--- config.mk ---
export PLATFORM = sky130hd
export DESIGN_NAME = word_edit_neighbor_classifier
export DESIGN_NICKNAME = d
export VERILOG_FILES = /design/src/rtl/wenc_pkg.sv /design/src/rtl/wenc_cell.sv /design/src/rtl/wenc_result.sv /design/src/rtl/word_edit_neighbor_classifier.sv
export VERILOG_INCLUDE_DIRS = /design/src /design/src/rtl
export SDC_FILE = /design/constraint.sdc
export NUM_CORES = 2
export LEC_CHECK = 0
export BUFFER_PORTS_ARGS = -buffer_cell sky130_fd_sc_hd__clkbuf_2
export CAP_MARGIN = 10
export CORE_UTILIZATION = 50
export CTS_BUF_LIST = sky130_fd_sc_hd__clkbuf_2
export DETAILED_ROUTE_END_ITERATION = 16
export GPL_ROUTABILITY_DRIVEN = 0
export PLACE_DENSITY = 0.68
export SLEW_MARGIN = 20
export SYNTH_ARGS = -nofsm -noshare
export SYNTH_HDL_FRONTEND = slang
export SYNTH_HIERARCHICAL = 1
export SYNTH_SLANG_ARGS = --single-unit
export TNS_END_PERCENT = 30
--- constraint.sdc ---
create_clock -name clock -period 10.45 [get_ports clock]
set_input_delay 1.5675 -clock clock [delete_from_list [all_inputs] [get_ports clock]]
set_output_delay 1.5675 -clock clock [all_outputs]
set_load 0.01 [all_outputs]
--- src/rtl/word_edit_neighbor_classifier_assert.svh ---
// ----------------------------------------------------------------------------
// word_edit_neighbor_classifier_assert.svh
// assertion macros shared by the word edit neighbour classifier
// ----------------------------------------------------------------------------
`ifndef WORD_EDIT_NEIGHBOR_CLASSIFIER_ASSERT_SVH
`define WORD_EDIT_NEIGHBOR_CLASSIFIER_ASSERT_SVH

// consequent must hold in the same cycle as the antecedent
`define WENC_ASSERT_IMPLIES(label, clk, rst, ante, cons) \
   label: assert property (@(posedge clk) disable iff (rst) (ante) |-> (cons)) \
      else $error("assertion failed");

// expression must never be true
`define WENC_ASSERT_NEVER(label, clk, rst, expr) \
   label: assert property (@(posedge clk) disable iff (rst) !(expr)) \
      else $error("assertion failed");

`endif

--- src/rtl/wenc_pkg.sv ---
// ----------------------------------------------------------------------------
// wenc_pkg
// types, edit kind codes and helpers for the word edit neighbour classifier
// ----------------------------------------------------------------------------
`default_nettype none

package wenc_pkg;

   localparam int CHAR_W = 8;
   localparam int WORD_W = 128;
   localparam int LEN_W  = 5;
   localparam int KIND_W = 3;

   localparam logic [KIND_W-1:0] KIND_NONE   = 3'd0;
   localparam logic [KIND_W-1:0] KIND_SWAP   = 3'd1;
   localparam logic [KIND_W-1:0] KIND_CHANGE = 3'd2;
   localparam logic [KIND_W-1:0] KIND_INSERT = 3'd3;
   localparam logic [KIND_W-1:0] KIND_DELETE = 3'd4;

   // the two words of one request travelling down the chain
   typedef struct packed {
      logic [WORD_W-1:0] a;
      logic [WORD_W-1:0] b;
      logic [LEN_W-1:0]  len_a;
      logic [LEN_W-1:0]  len_b;
      logic [LEN_W-1:0]  min_len;
   } word_type;

   // running comparison state handed from cell to cell
   typedef struct packed {
      logic [1:0]        ndiff;       // saturates at three
      logic [LEN_W-1:0]  first_pos;
      logic [CHAR_W-1:0] letter;
      logic              cross_first;
      logic              adj;
      logic              prev_mism;
      logic              same_found;
      logic [LEN_W-1:0]  same_pos;
      logic              indel_bad;
   } scan_type;

   // character at idx, zero past the sixteenth
   function automatic logic [CHAR_W-1:0] char_at(input logic [WORD_W-1:0] word,
                                                 input logic [LEN_W-1:0] idx);
      logic [CHAR_W-1:0] c;
      if (idx[LEN_W-1]) begin
         c = '0;
      end else begin
         c = word[{idx[LEN_W-2:0], 3'b000} +: CHAR_W];
      end
      return c;
   endfunction

endpackage

`default_nettype wire

--- src/rtl/wenc_cell.sv ---
// ----------------------------------------------------------------------------
// wenc_cell
// one character position of the comparison chain, one register stage
// ----------------------------------------------------------------------------
`default_nettype none

module wenc_cell #(
   parameter int POS = 0
) (
   input  wire logic              clock,
   input  wire logic              reset,
   input  wire logic              in_valid,
   input  wenc_pkg::word_type     in_word,
   input  wenc_pkg::scan_type     in_scan,
   output logic                   in_ready,
   output logic                   out_valid,
   output wenc_pkg::word_type     out_word,
   output wenc_pkg::scan_type     out_scan,
   input  wire logic              out_ready
);

   localparam logic [wenc_pkg::LEN_W-1:0] POS_HERE = wenc_pkg::LEN_W'(POS);
   localparam logic [wenc_pkg::LEN_W-1:0] POS_NEXT = wenc_pkg::LEN_W'(POS + 1);

   logic                        valid_ff;
   wenc_pkg::word_type          word_ff;
   wenc_pkg::scan_type          scan_ff;
   wenc_pkg::scan_type          scan_in;

   logic [wenc_pkg::CHAR_W-1:0] a_k, b_k, a_n, b_n;
   logic                        act, mism, shift_ok;

   assign in_ready = !valid_ff || out_ready;

   always_comb begin
      a_k = wenc_pkg::char_at(in_word.a, POS_HERE);
      b_k = wenc_pkg::char_at(in_word.b, POS_HERE);
      a_n = wenc_pkg::char_at(in_word.a, POS_NEXT);
      b_n = wenc_pkg::char_at(in_word.b, POS_NEXT);
      act = POS_HERE < in_word.min_len;
      mism = act && (a_k != b_k);
      // shorter word here against the longer one a place further on
      shift_ok = (in_word.len_a < in_word.len_b) ? (a_k == b_n) : (b_k == a_n);

      scan_in = in_scan;
      if (mism) begin
         scan_in.ndiff = (in_scan.ndiff == 2'd3) ? 2'd3 : in_scan.ndiff + 2'd1;
         if (in_scan.ndiff == 2'd0) begin
            scan_in.first_pos   = POS_HERE;
            scan_in.letter      = b_k;
            scan_in.cross_first = (a_k == b_n) && (a_n == b_k);
         end
         if (in_scan.ndiff == 2'd1) begin
            scan_in.adj = in_scan.prev_mism;
         end
      end
      // no mismatch in the common part: letter after it for an insertion
      if ((in_scan.ndiff == 2'd0) && (POS_HERE == in_word.min_len)) begin
         scan_in.letter = b_k;
      end
      scan_in.prev_mism = mism;
      if (act && (POS_NEXT < in_word.min_len) && !in_scan.same_found && (a_k == a_n)) begin
         scan_in.same_found = 1'b1;
         scan_in.same_pos   = POS_HERE;
      end
      if (act && (mism || (in_scan.ndiff != 2'd0)) && !shift_ok) begin
         scan_in.indel_bad = 1'b1;
      end
   end

   always_ff @(posedge clock) begin
      if (reset) begin
         valid_ff <= 1'b0;
      end else if (in_ready) begin
         valid_ff <= in_valid;
      end
   end

   always_ff @(posedge clock) begin
      if (in_ready && in_valid) begin
         word_ff <= in_word;
         scan_ff <= scan_in;
      end
   end

   assign out_valid = valid_ff;
   assign out_word  = word_ff;
   assign out_scan  = scan_ff;

endmodule

`default_nettype wire

--- src/rtl/wenc_result.sv ---
// ----------------------------------------------------------------------------
// wenc_result
// turns the finished scan into flags and an edit description, output register
// ----------------------------------------------------------------------------
`default_nettype none

module wenc_result (
   input  wire logic                                 clock,
   input  wire logic                                 reset,
   input  wire logic                                 in_valid,
   input  wenc_pkg::word_type                        in_word,
   input  wenc_pkg::scan_type                        in_scan,
   output logic                                      in_ready,
   output logic                                      rsp_valid,
   input  wire logic                                 rsp_stall,
   output logic                                      rsp_change_ok,
   output logic                                      rsp_indel_ok,
   output logic                                      rsp_swap_ok,
   output logic [wenc_pkg::KIND_W-1:0]               rsp_edit_kind,
   output logic [wenc_pkg::LEN_W-1:0]                rsp_edit_pos,
   output logic [wenc_pkg::CHAR_W-1:0]               rsp_edit_letter
);

   logic                          valid_ff;
   logic                          change_ok_ff, indel_ok_ff, swap_ok_ff;
   logic [wenc_pkg::KIND_W-1:0]   kind_ff;
   logic [wenc_pkg::LEN_W-1:0]    pos_ff;
   logic [wenc_pkg::CHAR_W-1:0]   letter_ff;

   logic                          change_ok_in, indel_ok_in, swap_ok_in;
   logic [wenc_pkg::KIND_W-1:0]   kind_in;
   logic [wenc_pkg::LEN_W-1:0]    pos_in;
   logic [wenc_pkg::CHAR_W-1:0]   letter_in;
   logic                          same_len, b_longer, a_longer;
   logic                          swap_same, swap_diff;

   assign in_ready = !valid_ff || !rsp_stall;

   always_comb begin
      same_len  = in_word.len_a == in_word.len_b;
      b_longer  = ({1'b0, in_word.len_a} + 6'd1) == {1'b0, in_word.len_b};
      a_longer  = ({1'b0, in_word.len_b} + 6'd1) == {1'b0, in_word.len_a};
      // identical words: a swap of two equal neighbours
      swap_same = (in_scan.ndiff == 2'd0) && in_scan.same_found;
      // two adjacent differences that cross over
      swap_diff = (in_scan.ndiff == 2'd2) && in_scan.adj && in_scan.cross_first;

      change_ok_in = same_len && (in_scan.ndiff == 2'd1);
      swap_ok_in   = same_len && swap_diff;
      indel_ok_in  = (a_longer || b_longer) && !in_scan.indel_bad;

      kind_in   = wenc_pkg::KIND_NONE;
      pos_in    = '0;
      letter_in = '0;
      if (same_len) begin
         if (swap_same) begin
            kind_in = wenc_pkg::KIND_SWAP;
            pos_in  = in_scan.same_pos;
         end else if (swap_diff) begin
            kind_in = wenc_pkg::KIND_SWAP;
            pos_in  = in_scan.first_pos;
         end else if (in_scan.ndiff != 2'd0) begin
            kind_in   = wenc_pkg::KIND_CHANGE;
            pos_in    = in_scan.first_pos;
            letter_in = in_scan.letter;
         end
      end else if (b_longer) begin
         kind_in   = wenc_pkg::KIND_INSERT;
         pos_in    = in_scan.first_pos;
         letter_in = in_scan.letter;
      end else if (a_longer) begin
         kind_in = wenc_pkg::KIND_DELETE;
         pos_in  = in_scan.first_pos;
      end
   end

   always_ff @(posedge clock) begin
      if (reset) begin
         valid_ff <= 1'b0;
      end else if (in_ready) begin
         valid_ff <= in_valid;
      end
   end

   always_ff @(posedge clock) begin
      if (in_ready && in_valid) begin
         change_ok_ff <= change_ok_in;
         indel_ok_ff  <= indel_ok_in;
         swap_ok_ff   <= swap_ok_in;
         kind_ff      <= kind_in;
         pos_ff       <= pos_in;
         letter_ff    <= letter_in;
      end
   end

   assign rsp_valid       = valid_ff;
   assign rsp_change_ok   = change_ok_ff;
   assign rsp_indel_ok    = indel_ok_ff;
   assign rsp_swap_ok     = swap_ok_ff;
   assign rsp_edit_kind   = kind_ff;
   assign rsp_edit_pos    = pos_ff;
   assign rsp_edit_letter = letter_ff;

endmodule

`default_nettype wire

--- src/rtl/word_edit_neighbor_classifier.sv ---
// ----------------------------------------------------------------------------
// word_edit_neighbor_classifier
// classifies two words as one change, one insertion or deletion, or one swap
// ----------------------------------------------------------------------------
// A new request is taken every cycle while req_stall is low. The words
// pass down a chain of MAX_LEN registered cells, one per character position,
// each folding its position into the running comparison; a final register
// turns that into the flags and the edit description. Each stage holds
// while the one after it is full and stalled, so bubbles close up and a
// request can still be taken while a finished response waits. Lengths
// above MAX_LEN count as MAX_LEN.
// ----------------------------------------------------------------------------
`default_nettype none

`include "word_edit_neighbor_classifier_assert.svh"

module word_edit_neighbor_classifier #(
   parameter int MAX_LEN = 16
) (
   input  wire logic                          clock,
   input  wire logic                          reset,
   input  wire logic                          req_valid,
   output logic                               req_stall,
   input  wire logic [63:0]                   req_word_a_low,
   input  wire logic [63:0]                   req_word_a_high,
   input  wire logic [4:0]                    req_word_a_len,
   input  wire logic [63:0]                   req_word_b_low,
   input  wire logic [63:0]                   req_word_b_high,
   input  wire logic [4:0]                    req_word_b_len,
   output logic                               rsp_valid,
   input  wire logic                          rsp_stall,
   output logic                               rsp_change_ok,
   output logic                               rsp_indel_ok,
   output logic                               rsp_swap_ok,
   output logic [2:0]                         rsp_edit_kind,
   output logic [4:0]                         rsp_edit_pos,
   output logic [7:0]                         rsp_edit_letter
);

   localparam logic [wenc_pkg::LEN_W-1:0] LEN_CAP = wenc_pkg::LEN_W'(MAX_LEN);

   logic                          link_valid [MAX_LEN+1];
   logic                          link_ready [MAX_LEN+1];
   wenc_pkg::word_type            link_word  [MAX_LEN+1];
   wenc_pkg::scan_type            link_scan  [MAX_LEN+1];

   logic [wenc_pkg::LEN_W-1:0]    len_a, len_b, min_len;

   always_comb begin
      len_a   = (req_word_a_len > LEN_CAP) ? LEN_CAP : req_word_a_len;
      len_b   = (req_word_b_len > LEN_CAP) ? LEN_CAP : req_word_b_len;
      min_len = (len_a < len_b) ? len_a : len_b;

      link_valid[0]        = req_valid;
      link_word[0].a       = {req_word_a_high, req_word_a_low};
      link_word[0].b       = {req_word_b_high, req_word_b_low};
      link_word[0].len_a   = len_a;
      link_word[0].len_b   = len_b;
      link_word[0].min_len = min_len;

      link_scan[0]           = '0;
      // no mismatch found yet means the end of the shorter word
      link_scan[0].first_pos = min_len;
   end

   assign req_stall = !link_ready[0];

   for (genvar i = 0; i < MAX_LEN; i++) begin : g_cell
      wenc_cell #(
         .POS (i)
      ) u_cell (
         .clock     (clock),
         .reset     (reset),
         .in_valid  (link_valid[i]),
         .in_word   (link_word[i]),
         .in_scan   (link_scan[i]),
         .in_ready  (link_ready[i]),
         .out_valid (link_valid[i+1]),
         .out_word  (link_word[i+1]),
         .out_scan  (link_scan[i+1]),
         .out_ready (link_ready[i+1])
      );
   end

   wenc_result u_result (
      .clock           (clock),
      .reset           (reset),
      .in_valid        (link_valid[MAX_LEN]),
      .in_word         (link_word[MAX_LEN]),
      .in_scan         (link_scan[MAX_LEN]),
      .in_ready        (link_ready[MAX_LEN]),
      .rsp_valid       (rsp_valid),
      .rsp_stall       (rsp_stall),
      .rsp_change_ok   (rsp_change_ok),
      .rsp_indel_ok    (rsp_indel_ok),
      .rsp_swap_ok     (rsp_swap_ok),
      .rsp_edit_kind   (rsp_edit_kind),
      .rsp_edit_pos    (rsp_edit_pos),
      .rsp_edit_letter (rsp_edit_letter)
   );

   // a request is only held off when the whole chain backs up behind the output
   `WENC_ASSERT_IMPLIES(a_stall_only_when_full, clock, reset, req_stall, rsp_valid && rsp_stall)
   // one change and one swap or indel cannot both describe the same pair
   `WENC_ASSERT_NEVER(a_flags_exclusive, clock, reset, rsp_valid && rsp_change_ok && (rsp_swap_ok || rsp_indel_ok))
   // a swap flag always comes with a swap description
   `WENC_ASSERT_IMPLIES(a_swap_described, clock, reset, rsp_valid && rsp_swap_ok, rsp_edit_kind == wenc_pkg::KIND_SWAP)
   // nothing to describe leaves position and letter clear
   `WENC_ASSERT_IMPLIES(a_none_is_clear, clock, reset, rsp_valid && (rsp_edit_kind == wenc_pkg::KIND_NONE), (rsp_edit_pos == 5'd0) && (rsp_edit_letter == 8'd0))

endmodule

`default_nettype wire

==> run_results.csv <==
group,metric,value,unit
grt,grt_remaining_overflow,0,
timing,min_period,7.14,ns
timing,clock.fmax,140,MHz
die,die_w,429,microns
clocking,clkTransAtPathRegs,0.10,ns
placed_design,dpl.cell_count,7001,
finish,syn_to_final_growth,14.1,%
critical_path,cp-end-kind,"output pin",
synth,ys_warn_count,6,
detailed_routing,drtAntennaViolNets,0,
critical_path,critPathLaunch,"rsp_stall",
die,rows,156,
critical_path,r2r-start,"u_result/rsp_valid",
critical_path,cp_data_arrival_time,5.57,ns
placed_design,port_buffers,290,
grt,antenna_found_initial,3,
detailed_routing,via_per_inst,4.82,
status,outcome,"completed",
critical_path,start_kind,"primary input",
timing,setup_violations,0,
die,start_util,50.4,%
clocking,cts_made_buffers,628,
detailed_routing,routedWlPerCell,17.9,microns
critical_path,cp_max_fo,3,
finish,fin_nets,5866,
grt,grt_pass1_vias,42200,
finish,final_area,104000,sq um
power_and_ir_drop,power_leakage,0.0356,uW
timing,worst_pin_slew,1.15,ns
clocking,cts-root-buf,"clkbuf_2",
grt,globalRouteTotalUtil,16.3,%
hold_path,hold_class,"flop to flop",
grt,use_met3,4.28,%
finish,drive_gt1_share,25.8,%
timing,fin_setup_tns,0,ns
detailed_routing,vias,40200,
grt,met1_usage,21.8,%
critical_path,r2r_slack,5.63,ns
die,die_h,429,microns
clocking,postCtsSetupBuffers,0,
finish,mostFrequentLayoutCell,"edfxtp_1",
timing,max-slew-margin-rel,23.1,%
timing,post-route-period-util,68.3,%
die,die_area,184000,sq um
detailed_routing,dr.first_iter.drc_count,2378,
die,core,181000,sq um
clocking,clk_latency,1.76,ns
detailed_routing,wirelength,149,mm
power_and_ir_drop,power.density,174,nW/um^2
grt,grt.busiest_layer,"met2",
timing,rsz0062_at_grt,"false",
finish,final_cell_count_no_fill,8329,
timing,finalHoldViolCount,0,
timing,slew_violations,0,
synth,syn_area,91200,sq um
job,maxCapViolations,0,
detailed_routing,drc,0,
grt,grt_max_degree,165,
synth,syn-instance-count,4302,
clocking,cts_buffer_depth,4,
finish,mostFrequentLayoutCells,"edfxtp_1 (2573), clkbuf_2 (1167), xnor2_1 (338)",
die,boundaryPins,291,
critical_path,critPathKind,"primary input to output pin",
power_and_ir_drop,ir_drop,0.000105,V
critical_path,critPathRequiredTime,8.88,ns
clocking,cts_max_level,6,
timing,finClkSkew,0.167,ns
grt,grtUsageMet2,25.5,%
detailed_routing,dr.pass1.iters,5,
placed_design,place_hpwl,96.0,mm
grt,grt_pass1_wl,230,mm
hold_path,hp-start,"g_cell[5].u_cell/out_word[82]",
placed_design,place_area,95900,sq um
clocking,numClockSinks,2590,
synth,syn_avg_cell_area,21.2,sq um
clocking,cts_tree,"built",
sequential cells by signal, indices dropped and copies added (netlist names), 3 cells and up:
register and count:
u_result/rsp_edit_letter 8, u_result/rsp_edit_pos 5, g_cell.u_cell/out_word 2155, g_cell.u_cell/out_scan 399, g_cell.u_cell/out_valid 16, u_result/rsp_edit_kind 3
per-layer routing:
metal / part of all wire (%) / vias to the layer above / wire length (microns)
met3: 5.4 / 249 / 8100
met1: 45 / 19300 / 67400
met2: 47 / 1087 / 70900
li1: - / 19500 / -
met4: 2.0 / 0 / 2960
met5: 0 / - / 0
path summary, 6_finish.rpt:
kind / end / depth (start not counted)
setup / recovery: req_stall / 21
hold / removal: g_cell[6].u_cell/out_word[82] / 0
hold reg to reg: g_cell[6].u_cell/out_word[82] / 0
setup reg to reg: g_cell[0].u_cell/out_word[25] / 20
worst max-delay path, cell delays in order:
cell and delay (ns):
dlygate4sd3_1 0.52, clkbuf_2 0.11, nand2_1 0.06, nand2b_1 0.18
nand2b_1 0.20, nand2b_1 0.19, nand2b_1 0.19, nand2b_1 0.19
nand2b_1 0.19, nand2b_1 0.19, nand2b_1 0.19, nand2b_1 0.19
nand2b_1 0.19, nand2b_1 0.18, nand2b_1 0.18, nand2b_1 0.19
nand2b_1 0.18, nand2b_1 0.18, nand2b_1 0.20, inv_1 0.15
clkbuf_2 0.16
repair_timing:
action | 4_1_cts | 5_1_grt
endpoints found under the hold margin | 285 | 0
hold buffers | 262 | 0
endpoints found under the setup margin | 0 | 0
resized for setup | 0 | 0
area by class of cell:
type,count,area (sq um)
diodes,3,7.51
multi-input cells,1616,13200
clock inverters,183,1100
inverters,112,420
well taps,2370,2970
repair buffers,578,4400
fillers,13400,76800
clock buffers,877,4390
flip-flops and latches,2590,77600
report_power, final:
part           internal, uW  total, uW  switching (uW)
sequential            11400      11500            57.5
combinational           166        336             170
clock                  2590       6280            3690
through the flow:
step	util [%]	total power, uW	setup WS (ns)	hold slack, ns
3_5_place_dp	53.0	12000	3.95	0.405
2_1_floorplan	-	11900	0.380	0.400
5_1_grt	57.5	19000	2.89	0.251
3_3_place_gp	53.0	12000	3.91	0.403
4_1_cts	57.5	18400	3.15	0.105
6_report	57.5	18100	3.31	0.300
(Power assumes the default switching activity.)
